===== config.mk =====
export PLATFORM = sky130hd
export DESIGN_NAME = poly_multiply_convolution
export DESIGN_NICKNAME = d
export VERILOG_FILES = /design/src/hdl/pmc_pkg.sv /design/src/hdl/pmc_coeff_store.sv /design/src/hdl/pmc_mac.sv /design/src/hdl/pmc_seq.sv /design/src/hdl/poly_multiply_convolution.sv
export VERILOG_INCLUDE_DIRS = /design/src /design/src/hdl
export SDC_FILE = /design/constraint.sdc
export NUM_CORES = 2
export LEC_CHECK = 0
export CAP_MARGIN = 20
export CORE_MARGIN = 4
export CORE_UTILIZATION = 60
export DETAILED_ROUTE_END_ITERATION = 8
export DONT_BUFFER_PORTS = 1
export PLACE_DENSITY = 0.83
export SLEW_MARGIN = 20
export SYNTH_ARGS = -nofsm -noshare
export SYNTH_HDL_FRONTEND = slang
export SYNTH_SLANG_ARGS = --single-unit

===== constraint.sdc =====
create_clock -name i_clk -period 7.78 [get_ports i_clk]
set_input_delay 1.556 -clock i_clk [delete_from_list [all_inputs] [get_ports i_clk]]
set_output_delay 1.556 -clock i_clk [all_outputs]
set_load 0.01 [all_outputs]

===== src/hdl/poly_multiply_convolution_assert.svh =====
// Assertion macros shared by the polynomial multiplier RTL.
`ifndef POLY_MULTIPLY_CONVOLUTION_ASSERT_SVH
`define POLY_MULTIPLY_CONVOLUTION_ASSERT_SVH

// Same-cycle implication, checked at every rising edge out of reset.
`define PMC_ASSERT_IMPL(label, clk, rst_n, ante, cons, msg) \
    label: assert property (@(posedge clk) disable iff (!rst_n) (ante) |-> (cons)) \
        else $error(msg);

// Next-cycle implication, checked at every rising edge out of reset.
`define PMC_ASSERT_NEXT(label, clk, rst_n, ante, cons, msg) \
    label: assert property (@(posedge clk) disable iff (!rst_n) (ante) |=> (cons)) \
        else $error(msg);

`endif


===== src/hdl/pmc_pkg.sv =====
// Package with shared types and constants of the polynomial multiplier.
`timescale 1ns / 1ps
`default_nettype none

package pmc_pkg;

    // Fixed field widths of the request and result ports.
    localparam int OP_W  = 2;
    localparam int IN_W  = 16;
    localparam int ACC_W = 36;

    // Defaults of the top-level parameters.
    localparam int MAX_TERMS_DEF   = 16;
    localparam int COEFF_WIDTH_DEF = 16;

    // Request operation codes.
    typedef enum logic [OP_W-1:0] {
        OP_LOAD_P = 2'd0,
        OP_LOAD_Q = 2'd1,
        OP_MUL    = 2'd2
    } t_op;

    // Sequencer states.
    typedef enum logic [1:0] {
        ST_IDLE,
        ST_RUN,
        ST_ERR,
        ST_DRAIN
    } t_state;

    // Tags that travel with one product term through the MAC pipeline.
    typedef struct packed {
        logic valid;
        logic first;
        logic last_term;
        logic last_res;
        logic err;
        logic ovf;
    } t_term;

endpackage

`default_nettype wire


===== src/hdl/pmc_coeff_store.sv =====
// Coefficient memory with one write port and one registered read port.
`timescale 1ns / 1ps
`default_nettype none

module pmc_coeff_store #(
    parameter int DEPTH = pmc_pkg::MAX_TERMS_DEF,
    parameter int WIDTH = pmc_pkg::COEFF_WIDTH_DEF,
    localparam int AW   = (DEPTH > 1) ? $clog2(DEPTH) : 1
) (
    input  wire logic             i_clk,
    input  wire logic             i_we,
    input  wire logic [AW-1:0]    i_waddr,
    input  wire logic [WIDTH-1:0] i_wdata,
    input  wire logic [AW-1:0]    i_raddr,
    output logic      [WIDTH-1:0] o_rdata
);

    logic [WIDTH-1:0] r_mem [DEPTH];

    // Write port.
    always_ff @(posedge i_clk) begin
        if (i_we) begin
            r_mem[i_waddr] <= i_wdata;
        end
    end

    // Registered read port.
    always_ff @(posedge i_clk) begin
        o_rdata <= r_mem[i_raddr];
    end

endmodule

`default_nettype wire


===== src/hdl/pmc_mac.sv =====
// Shared multiply-accumulate unit: read stage, product register, accumulator.
`timescale 1ns / 1ps
`default_nettype none

module pmc_mac #(
    parameter int COEFF_WIDTH = pmc_pkg::COEFF_WIDTH_DEF
) (
    input  wire logic                            i_clk,
    input  wire logic                            i_rst_n,
    input  wire pmc_pkg::t_term                  i_term,
    input  wire logic        [COEFF_WIDTH-1:0]   i_p_data,
    input  wire logic        [COEFF_WIDTH-1:0]   i_q_data,
    output logic                                 o_valid,
    output logic signed      [pmc_pkg::ACC_W-1:0] o_coeff_out,
    output logic                                 o_last,
    output logic                                 o_error,
    output logic                                 o_overflow
);

    localparam int PW = 2 * COEFF_WIDTH;

    pmc_pkg::t_term                    r_tag1;
    pmc_pkg::t_term                    r_tag2;
    logic signed [PW-1:0]              r_prod;
    logic signed [pmc_pkg::ACC_W-1:0]  r_acc;
    logic signed [PW-1:0]              w_prod;
    logic signed [pmc_pkg::ACC_W-1:0]  w_prod_ext;
    logic signed [pmc_pkg::ACC_W-1:0]  n_acc;

    // Tags follow the memory read and the product register.
    always_ff @(posedge i_clk) begin
        if (!i_rst_n) begin
            r_tag1 <= '0;
            r_tag2 <= '0;
        end else begin
            r_tag1 <= i_term;
            r_tag2 <= r_tag1;
        end
    end

    // One signed multiply per cycle; an error term contributes zero.
    assign w_prod = $signed(i_p_data) * $signed(i_q_data);

    always_ff @(posedge i_clk) begin
        if (r_tag1.err) begin
            r_prod <= '0;
        end else begin
            r_prod <= w_prod;
        end
    end

    // Accumulate into 36 bits, wrapping; the first term of a sum restarts it.
    assign w_prod_ext = pmc_pkg::ACC_W'(r_prod);
    assign n_acc      = r_tag2.first ? w_prod_ext : r_acc + w_prod_ext;

    always_ff @(posedge i_clk) begin
        if (r_tag2.valid) begin
            r_acc <= n_acc;
        end
    end

    // Result register, strobed when the last term of a sum is in.
    always_ff @(posedge i_clk) begin
        if (!i_rst_n) begin
            o_valid <= 1'b0;
        end else begin
            o_valid <= r_tag2.valid && r_tag2.last_term;
        end
    end

    always_ff @(posedge i_clk) begin
        if (r_tag2.valid && r_tag2.last_term) begin
            o_coeff_out <= n_acc;
            o_last      <= r_tag2.last_res;
            o_error     <= r_tag2.err;
            o_overflow  <= r_tag2.ovf;
        end
    end

endmodule

`default_nettype wire


===== src/hdl/pmc_seq.sv =====
// Sequencer: load counts, overflow flag and the walk over product terms.
`timescale 1ns / 1ps
`default_nettype none

module pmc_seq #(
    parameter int MAX_TERMS = pmc_pkg::MAX_TERMS_DEF,
    localparam int IDX_W    = (MAX_TERMS > 1) ? $clog2(MAX_TERMS) : 1
) (
    input  wire logic                      i_clk,
    input  wire logic                      i_rst_n,
    input  wire logic                      i_start,
    input  wire logic [pmc_pkg::OP_W-1:0]  i_op,
    input  wire logic                      i_done,
    output logic                           o_busy,
    output logic                           o_p_we,
    output logic                           o_q_we,
    output logic      [IDX_W-1:0]          o_p_waddr,
    output logic      [IDX_W-1:0]          o_q_waddr,
    output logic      [IDX_W-1:0]          o_p_raddr,
    output logic      [IDX_W-1:0]          o_q_raddr,
    output pmc_pkg::t_term                 o_term
);

    localparam int CNT_W = $clog2(MAX_TERMS + 1);
    localparam int K_W   = $clog2(2 * MAX_TERMS);
    localparam int EW    = K_W + 1;

    pmc_pkg::t_state  r_state;
    pmc_pkg::t_state  n_state;
    logic [CNT_W-1:0] r_p_cnt;
    logic [CNT_W-1:0] r_q_cnt;
    logic             r_drop;
    logic [CNT_W-1:0] r_np;
    logic [CNT_W-1:0] r_nq;
    logic [K_W-1:0]   r_k;
    logic [IDX_W-1:0] r_i;
    logic [IDX_W-1:0] r_j;
    logic             r_first;
    logic             r_ovf;

    logic             w_accept;
    logic             w_mul;
    logic             w_empty;
    logic [EW-1:0]    w_k_e;
    logic [EW-1:0]    w_np_e;
    logic [EW-1:0]    w_nq_e;
    logic [EW-1:0]    w_i_hi;
    logic [EW-1:0]    w_kn;
    logic [EW-1:0]    w_i_lo_n;
    logic [EW-1:0]    w_j0_n;
    logic             w_last_term;
    logic             w_last_res;

    assign w_accept = i_start && (r_state == pmc_pkg::ST_IDLE);
    assign w_mul    = w_accept && (i_op == pmc_pkg::OP_MUL);
    assign w_empty  = (r_p_cnt == '0) || (r_q_cnt == '0);

    // Bounds of the term walk for the current and the next result.
    assign w_k_e       = EW'(r_k);
    assign w_np_e      = EW'(r_np);
    assign w_nq_e      = EW'(r_nq);
    assign w_i_hi      = (w_k_e < w_np_e) ? w_k_e : w_np_e - 1'b1;
    assign w_last_term = (EW'(r_i) == w_i_hi);
    assign w_last_res  = w_last_term && (w_k_e == w_np_e + w_nq_e - 2'd2);
    assign w_kn        = w_k_e + 1'b1;
    assign w_i_lo_n    = (w_kn >= w_nq_e) ? w_kn - w_nq_e + 1'b1 : '0;
    assign w_j0_n      = (w_kn >= w_nq_e) ? w_nq_e - 1'b1 : w_kn;

    // Next state.
    always_comb begin
        n_state = r_state;
        unique case (r_state)
            pmc_pkg::ST_IDLE: begin
                if (w_mul) begin
                    n_state = w_empty ? pmc_pkg::ST_ERR : pmc_pkg::ST_RUN;
                end
            end
            pmc_pkg::ST_RUN: begin
                if (w_last_res) begin
                    n_state = pmc_pkg::ST_DRAIN;
                end
            end
            pmc_pkg::ST_ERR: begin
                n_state = pmc_pkg::ST_DRAIN;
            end
            pmc_pkg::ST_DRAIN: begin
                if (i_done) begin
                    n_state = pmc_pkg::ST_IDLE;
                end
            end
            default: n_state = pmc_pkg::ST_IDLE;
        endcase
    end

    // Outputs: store writes, read addresses and the tags of the issued term.
    always_comb begin
        o_busy         = 1'b1;
        o_term         = '0;
        o_term.ovf     = r_ovf;
        unique case (r_state)
            pmc_pkg::ST_IDLE: begin
                o_busy = 1'b0;
            end
            pmc_pkg::ST_RUN: begin
                o_term.valid     = 1'b1;
                o_term.first     = r_first;
                o_term.last_term = w_last_term;
                o_term.last_res  = w_last_res;
            end
            pmc_pkg::ST_ERR: begin
                o_term.valid     = 1'b1;
                o_term.first     = 1'b1;
                o_term.last_term = 1'b1;
                o_term.last_res  = 1'b1;
                o_term.err       = 1'b1;
            end
            pmc_pkg::ST_DRAIN: begin
                o_busy = 1'b1;
            end
            default: o_busy = 1'b1;
        endcase
    end

    assign o_p_we    = w_accept && (i_op == pmc_pkg::OP_LOAD_P) &&
                       (r_p_cnt != CNT_W'(MAX_TERMS));
    assign o_q_we    = w_accept && (i_op == pmc_pkg::OP_LOAD_Q) &&
                       (r_q_cnt != CNT_W'(MAX_TERMS));
    assign o_p_waddr = r_p_cnt[IDX_W-1:0];
    assign o_q_waddr = r_q_cnt[IDX_W-1:0];
    assign o_p_raddr = r_i;
    assign o_q_raddr = r_j;

    always_ff @(posedge i_clk) begin
        if (!i_rst_n) begin
            r_state <= pmc_pkg::ST_IDLE;
        end else begin
            r_state <= n_state;
        end
    end

    // Load counts and the sticky drop flag; a multiply clears them.
    always_ff @(posedge i_clk) begin
        if (!i_rst_n) begin
            r_p_cnt <= '0;
            r_q_cnt <= '0;
            r_drop  <= 1'b0;
        end else if (w_accept) begin
            case (i_op)
                pmc_pkg::OP_LOAD_P: begin
                    if (o_p_we) begin
                        r_p_cnt <= r_p_cnt + 1'b1;
                    end else begin
                        r_drop <= 1'b1;
                    end
                end
                pmc_pkg::OP_LOAD_Q: begin
                    if (o_q_we) begin
                        r_q_cnt <= r_q_cnt + 1'b1;
                    end else begin
                        r_drop <= 1'b1;
                    end
                end
                pmc_pkg::OP_MUL: begin
                    r_p_cnt <= '0;
                    r_q_cnt <= '0;
                    r_drop  <= 1'b0;
                end
                default: r_drop <= r_drop;
            endcase
        end
    end

    // Walk indexes: k is the result, i runs over p and j over q with i+j=k.
    always_ff @(posedge i_clk) begin
        if (w_mul) begin
            r_np    <= r_p_cnt;
            r_nq    <= r_q_cnt;
            r_ovf   <= r_drop;
            r_k     <= '0;
            r_i     <= '0;
            r_j     <= '0;
            r_first <= 1'b1;
        end else if (r_state == pmc_pkg::ST_RUN) begin
            if (w_last_term) begin
                r_k     <= w_kn[K_W-1:0];
                r_i     <= w_i_lo_n[IDX_W-1:0];
                r_j     <= w_j0_n[IDX_W-1:0];
                r_first <= 1'b1;
            end else begin
                r_i     <= r_i + 1'b1;
                r_j     <= r_j - 1'b1;
                r_first <= 1'b0;
            end
        end
    end

endmodule

`default_nettype wire


===== src/hdl/poly_multiply_convolution.sv =====
// Top level of the integer polynomial multiplier (linear convolution).
//
//   Channel   Direction  Handshake                 Payload
//   request   in         i_start, o_busy           i_op, i_coeff_in
//   result    out        o_valid (one-cycle strobe) o_coeff_out, o_last, o_error, o_overflow
//
// A load request leaves the block idle; the next request can follow directly.
// A multiply issues one product term per cycle through a single shared
// multiply-accumulate unit and holds o_busy, also with an empty operand,
// until its last result has left. A result passes the store read, the
// product register and the result register after its last term is issued.
// Reset is synchronous and clears counts, flags and the sequencer.
// The receiver cannot stall: every result is on the ports for one cycle.
`timescale 1ns / 1ps
`default_nettype none

`include "poly_multiply_convolution_assert.svh"

module poly_multiply_convolution #(
    parameter int MAX_TERMS   = pmc_pkg::MAX_TERMS_DEF,
    parameter int COEFF_WIDTH = pmc_pkg::COEFF_WIDTH_DEF
) (
    input  wire logic                              i_clk,
    input  wire logic                              i_rst_n,
    input  wire logic                              i_start,
    output logic                                   o_busy,
    input  wire logic        [pmc_pkg::OP_W-1:0]   i_op,
    input  wire logic signed [pmc_pkg::IN_W-1:0]   i_coeff_in,
    output logic                                   o_valid,
    output logic signed      [pmc_pkg::ACC_W-1:0]  o_coeff_out,
    output logic                                   o_last,
    output logic                                   o_error,
    output logic                                   o_overflow
);

    localparam int IDX_W = (MAX_TERMS > 1) ? $clog2(MAX_TERMS) : 1;
    localparam int NW    = (COEFF_WIDTH < pmc_pkg::IN_W) ? COEFF_WIDTH : pmc_pkg::IN_W;

    logic                   w_p_we;
    logic                   w_q_we;
    logic [IDX_W-1:0]       w_p_waddr;
    logic [IDX_W-1:0]       w_q_waddr;
    logic [IDX_W-1:0]       w_p_raddr;
    logic [IDX_W-1:0]       w_q_raddr;
    logic [COEFF_WIDTH-1:0] w_wdata;
    logic [COEFF_WIDTH-1:0] w_p_data;
    logic [COEFF_WIDTH-1:0] w_q_data;
    pmc_pkg::t_term         w_term;
    logic                   w_done;

    // Narrow the coefficient to the stored width and sign-extend it back.
    assign w_wdata = COEFF_WIDTH'($signed(i_coeff_in[NW-1:0]));

    assign w_done = o_valid && o_last;

    pmc_seq #(
        .MAX_TERMS (MAX_TERMS)
    ) u_seq (
        .i_clk     (i_clk),
        .i_rst_n   (i_rst_n),
        .i_start   (i_start),
        .i_op      (i_op),
        .i_done    (w_done),
        .o_busy    (o_busy),
        .o_p_we    (w_p_we),
        .o_q_we    (w_q_we),
        .o_p_waddr (w_p_waddr),
        .o_q_waddr (w_q_waddr),
        .o_p_raddr (w_p_raddr),
        .o_q_raddr (w_q_raddr),
        .o_term    (w_term)
    );

    pmc_coeff_store #(
        .DEPTH (MAX_TERMS),
        .WIDTH (COEFF_WIDTH)
    ) u_p_store (
        .i_clk   (i_clk),
        .i_we    (w_p_we),
        .i_waddr (w_p_waddr),
        .i_wdata (w_wdata),
        .i_raddr (w_p_raddr),
        .o_rdata (w_p_data)
    );

    pmc_coeff_store #(
        .DEPTH (MAX_TERMS),
        .WIDTH (COEFF_WIDTH)
    ) u_q_store (
        .i_clk   (i_clk),
        .i_we    (w_q_we),
        .i_waddr (w_q_waddr),
        .i_wdata (w_wdata),
        .i_raddr (w_q_raddr),
        .o_rdata (w_q_data)
    );

    pmc_mac #(
        .COEFF_WIDTH (COEFF_WIDTH)
    ) u_mac (
        .i_clk       (i_clk),
        .i_rst_n     (i_rst_n),
        .i_term      (w_term),
        .i_p_data    (w_p_data),
        .i_q_data    (w_q_data),
        .o_valid     (o_valid),
        .o_coeff_out (o_coeff_out),
        .o_last      (o_last),
        .o_error     (o_error),
        .o_overflow  (o_overflow)
    );

    // Results only appear while a multiply is still in progress.
    `PMC_ASSERT_IMPL(a_valid_busy, i_clk, i_rst_n, o_valid, o_busy, "result outside a multiply")
    // An accepted multiply always makes the block busy.
    `PMC_ASSERT_NEXT(a_mul_busy, i_clk, i_rst_n, i_start && !o_busy && (i_op == pmc_pkg::OP_MUL), o_busy, "multiply not started")
    // An empty-operand result is a single, final one.
    `PMC_ASSERT_IMPL(a_err_last, i_clk, i_rst_n, o_valid && o_error, o_last, "error result not last")
    // An empty-operand result carries a zero coefficient.
    `PMC_ASSERT_IMPL(a_err_zero, i_clk, i_rst_n, o_valid && o_error, o_coeff_out == '0, "error result not zero")

endmodule

`default_nettype wire


==> results_dict.tcl <==
set metrics [dict create \
    io_pins 62 \
    cts_hold_repair.buffers 0 \
    synth-edff-count 598 \
    fin_crit_ps 6630 \
    io_buffers 0 \
    synth_nets 3130 \
    synth_xor_area_share_pct 2.09 \
    post-route-worst-setup-slack_ps 1150 \
    clk_transition_reported_paths_ps 80 \
    setup_viol 0 \
    grt_overflow 0 \
    cpMostUsedCell "fa_1" \
    status "finished, final reports clean" \
    pre_cts_slack_ps 1190 \
    htree_levels 3 \
    drive_above_1_share_pct 12.1 \
    arrival_ps 7110 \
    drcViolationCount 0 \
    hpwl_mm 57.1 \
    clk_path_buf_depth 3 \
    drt-total-wl_mm 91.6 \
    synth-simple-area-share_pct 7.49 \
    place_congestion 0.893 \
    synthMuxAreaShare_pct 9.87 \
    drt-initial-drc-count 2379 \
    finalHoldViolCount 0 \
    firstDrtPassIters 6 \
    crit_chain "nand2_1 > inv_1 > fa_1 > fa_1 > fa_1 > fa_1 > fa_1 > inv_1 > fa_1 > inv_1 > ha_1 > or2_2 > a21oi_1 > nor2b_1 > a211o_1 > a2bb2oi_1 > a21oi_1 > a31oi_1 > xor2_1 > nor2_1" \
    end_kind "register" \
    ys_ff_latch 702 \
    synth_adder_area_share_pct 19.0 \
    synth_cell_types 72 \
    cp_max_fo 16 \
    numCtsBuffers 72 \
    finalSetupTns_ps 0 \
    clkLatencyLatePin_ps 630 \
    grt_use_total_pct 27.8 \
    grt_max_degree 75 \
    min_path_type "register to register" \
    nets 3129 \
    syn_inst 2688 \
    rsz0062_at_grt "false" \
    design.die.area_mm2 0.0677 \
    wl_per_cell_um 25.5 \
    ys.flop_type "edfxtp_1" \
    worstPathRequired_ps 8260 \
    synth_top_family_by_area "adder cells" \
    cts_setup_buffers 0 \
    num_vias 22300 \
    ys_seq_area_share_pct 52.5 \
    cpPeakStageDelay_ps 870 \
    cts_sinks 702 \
    tightestPinTransition_ps 1200 \
    num_rows 92 \
    synth_area_mm2 0.0382 \
    skew_ps 42.3 \
    start_util_pct 60.6 \
    grt_pass1_wl_mm 142 \
    die_w_um 260 \
    antenna_cells 0 \
    yosysWarnings 0 \
    area_delta_synth_final_pct 8.94 \
    avgSynthCellArea_um2 14.2 \
    postCtsResizedCells 0 \
    root_buffer "clkbuf_16" \
    viasPerCell 6.19 \
    slew_violations 0 \
    cts_tree "built" \
    first_global_vias 23500 \
    antenna_found_initial 3 \
    max_slew_margin_pct 20.1 \
    async_flop_share_pct 0 \
    post-route-period-util_pct 85.2 \
    die_h_um 260 \
    max-cap-violations 0 \
    cpMaxStageDelayCell "fa_1" \
    max_freq_mhz 151 \
    critPathLaunchType "register" \
    path_class "register to register" \
    ant_nets 0 \
    synth-compound-area-share_pct 4.45 \
    core_mm2 0.0630 \
]
layout make-up:
| cell class | instances | area [µm²] |
|---|---|---|
| fillers | 4137 | 21400 |
| well taps | 846 | 1060 |
| multi-input cells | 1526 | 16400 |
| flip-flops and latches | 702 | 20100 |
| clock buffers | 92 | 1930 |
| clock inverters | 41 | 541 |
| inverters | 362 | 1360 |
| repair buffers | 23 | 188 |
flip-flops by register name (all words and copies together) (netlist names), 4 cells and up:
| register | cells |
|---|---|
| u_mac.r_tag2 | 6 |
| u_seq.r_q_cnt | 5 |
| u_seq.r_p_cnt | 5 |
| u_seq.o_p_raddr | 4 |
| u_mac.o_coeff_out | 36 |
| u_seq.r_k | 5 |
| u_q_store.r_mem | 256 |
| u_p_store.o_rdata | 16 |
| u_mac.r_acc | 36 |
| u_mac.r_tag1 | 6 |
| u_seq.r_np | 5 |
| u_seq.r_nq | 5 |
| u_seq.o_q_raddr | 4 |
| u_mac.r_prod | 32 |
| u_q_store.o_rdata | 16 |
| u_p_store.r_mem | 256 |
critical path: cells and delay by family, from the launching register on:
| family | cells | cell delay [ps] |
|---|---|---|
| simple gates | 4 | 670 |
| compound gates | 5 | 920 |
| xor+xnor | 1 | 160 |
| fa+ha+maj | 7 | 3790 |
| buf+inv | 3 | 260 |
| flops | 1 | 670 |
layer usage:
metal	track usage (%)	up-vias	wire length (µm)
met2	47.9	1292	46200
met1	35.0	11300	33400
met5	0	-	39
li1	-	9422	-
met4	9.71	6	3490
met3	6.35	273	8470
cell families after synthesis:
kind of cell / after synthesis
flip-flops: 702
buffers and inverters: 460
AO/OA/AOI/OAI: 259
XOR/XNOR: 91
multiplexers: 176
adder cells (fa/ha/maj): 421
AND/OR/NAND/NOR: 579
worst paths after layout:
path	startpoint	to	slack, ps	cells past startpoint
setup / recovery	u_p_store.o_rdata[15]$_DFF_P_	u_mac.r_prod[30]$_SDFF_PP0_	1150	20
hold / removal	u_mac.r_tag2[2]$_SDFF_PN0_	u_mac.o_last$_DFFE_PP_	410	0
setup reg to reg	u_p_store.o_rdata[15]$_DFF_P_	u_mac.r_prod[30]$_SDFF_PP0_	1150	20
hold reg to reg	u_mac.r_tag2[2]$_SDFF_PN0_	u_mac.o_last$_DFFE_PP_	410	0
cell usage after synthesis, types with 4 or more instances:
cell / instances / area (µm²)
fa_1: 266 / 5330
o21ai_0: 57 / 285
or3_1: 5 / 31.3
nand2b_1: 17 / 106
buf_2: 6 / 30.0
o21bai_1: 9 / 67.6
edfxtp_1: 598 / 18000
dfxtp_1: 104 / 2080
nand4_1: 11 / 68.8
nand3_1: 13 / 65.1
buf_1: 10 / 37.5
nand2_1: 202 / 758
mux2i_1: 14 / 140
a211oi_1: 6 / 45.0
xor2_1: 37 / 324
nor2b_1: 13 / 81.3
mux4_2: 160 / 3600
a31oi_1: 14 / 87.6
and3_1: 16 / 100
nor2_1: 101 / 379
o21ai_1: 7 / 35.0
nor3_1: 24 / 120
o31ai_1: 8 / 60.1
nor3b_1: 8 / 60.1
o21a_1: 6 / 45.0
clkbuf_1: 81 / 304
or2_2: 5 / 31.3
and2_1: 146 / 913
inv_1: 361 / 1360
a211o_1: 6 / 52.6
a21oi_1: 72 / 360
ha_1: 155 / 1940
xnor2_1: 54 / 473
nand3b_1: 4 / 30.0
a21o_1: 31 / 233
placed cells by master (no fill, tap or decap), drive strengths merged, types with 74 or more instances in the layout:
cell and count:
dfxtp 104, a21oi 74, edfxtp 598, and2 146, nand2 202, ha 155
nor2 103, fa 266, clkbuf 92, inv 362, mux4 160
per-stage QoR:
stage | instance area, µm² | std cells | hold slack, ps | util [%]
after floorplan | 38200 | 2688 | 386 | -
after global placement | 39100 | 3457 | 391 | 62.0
after detailed placement | 39100 | 3457 | 399 | 62.0
after CTS | 41500 | 3590 | 412 | 66.0
after global routing | 41600 | 3592 | 423 | 66.0
final | 41600 | 3592 | 409 | 66.0
Power is left out: the tool's default activity adds up to more than one toggle a clock period on the data nets, which glitch-free logic cannot reach.
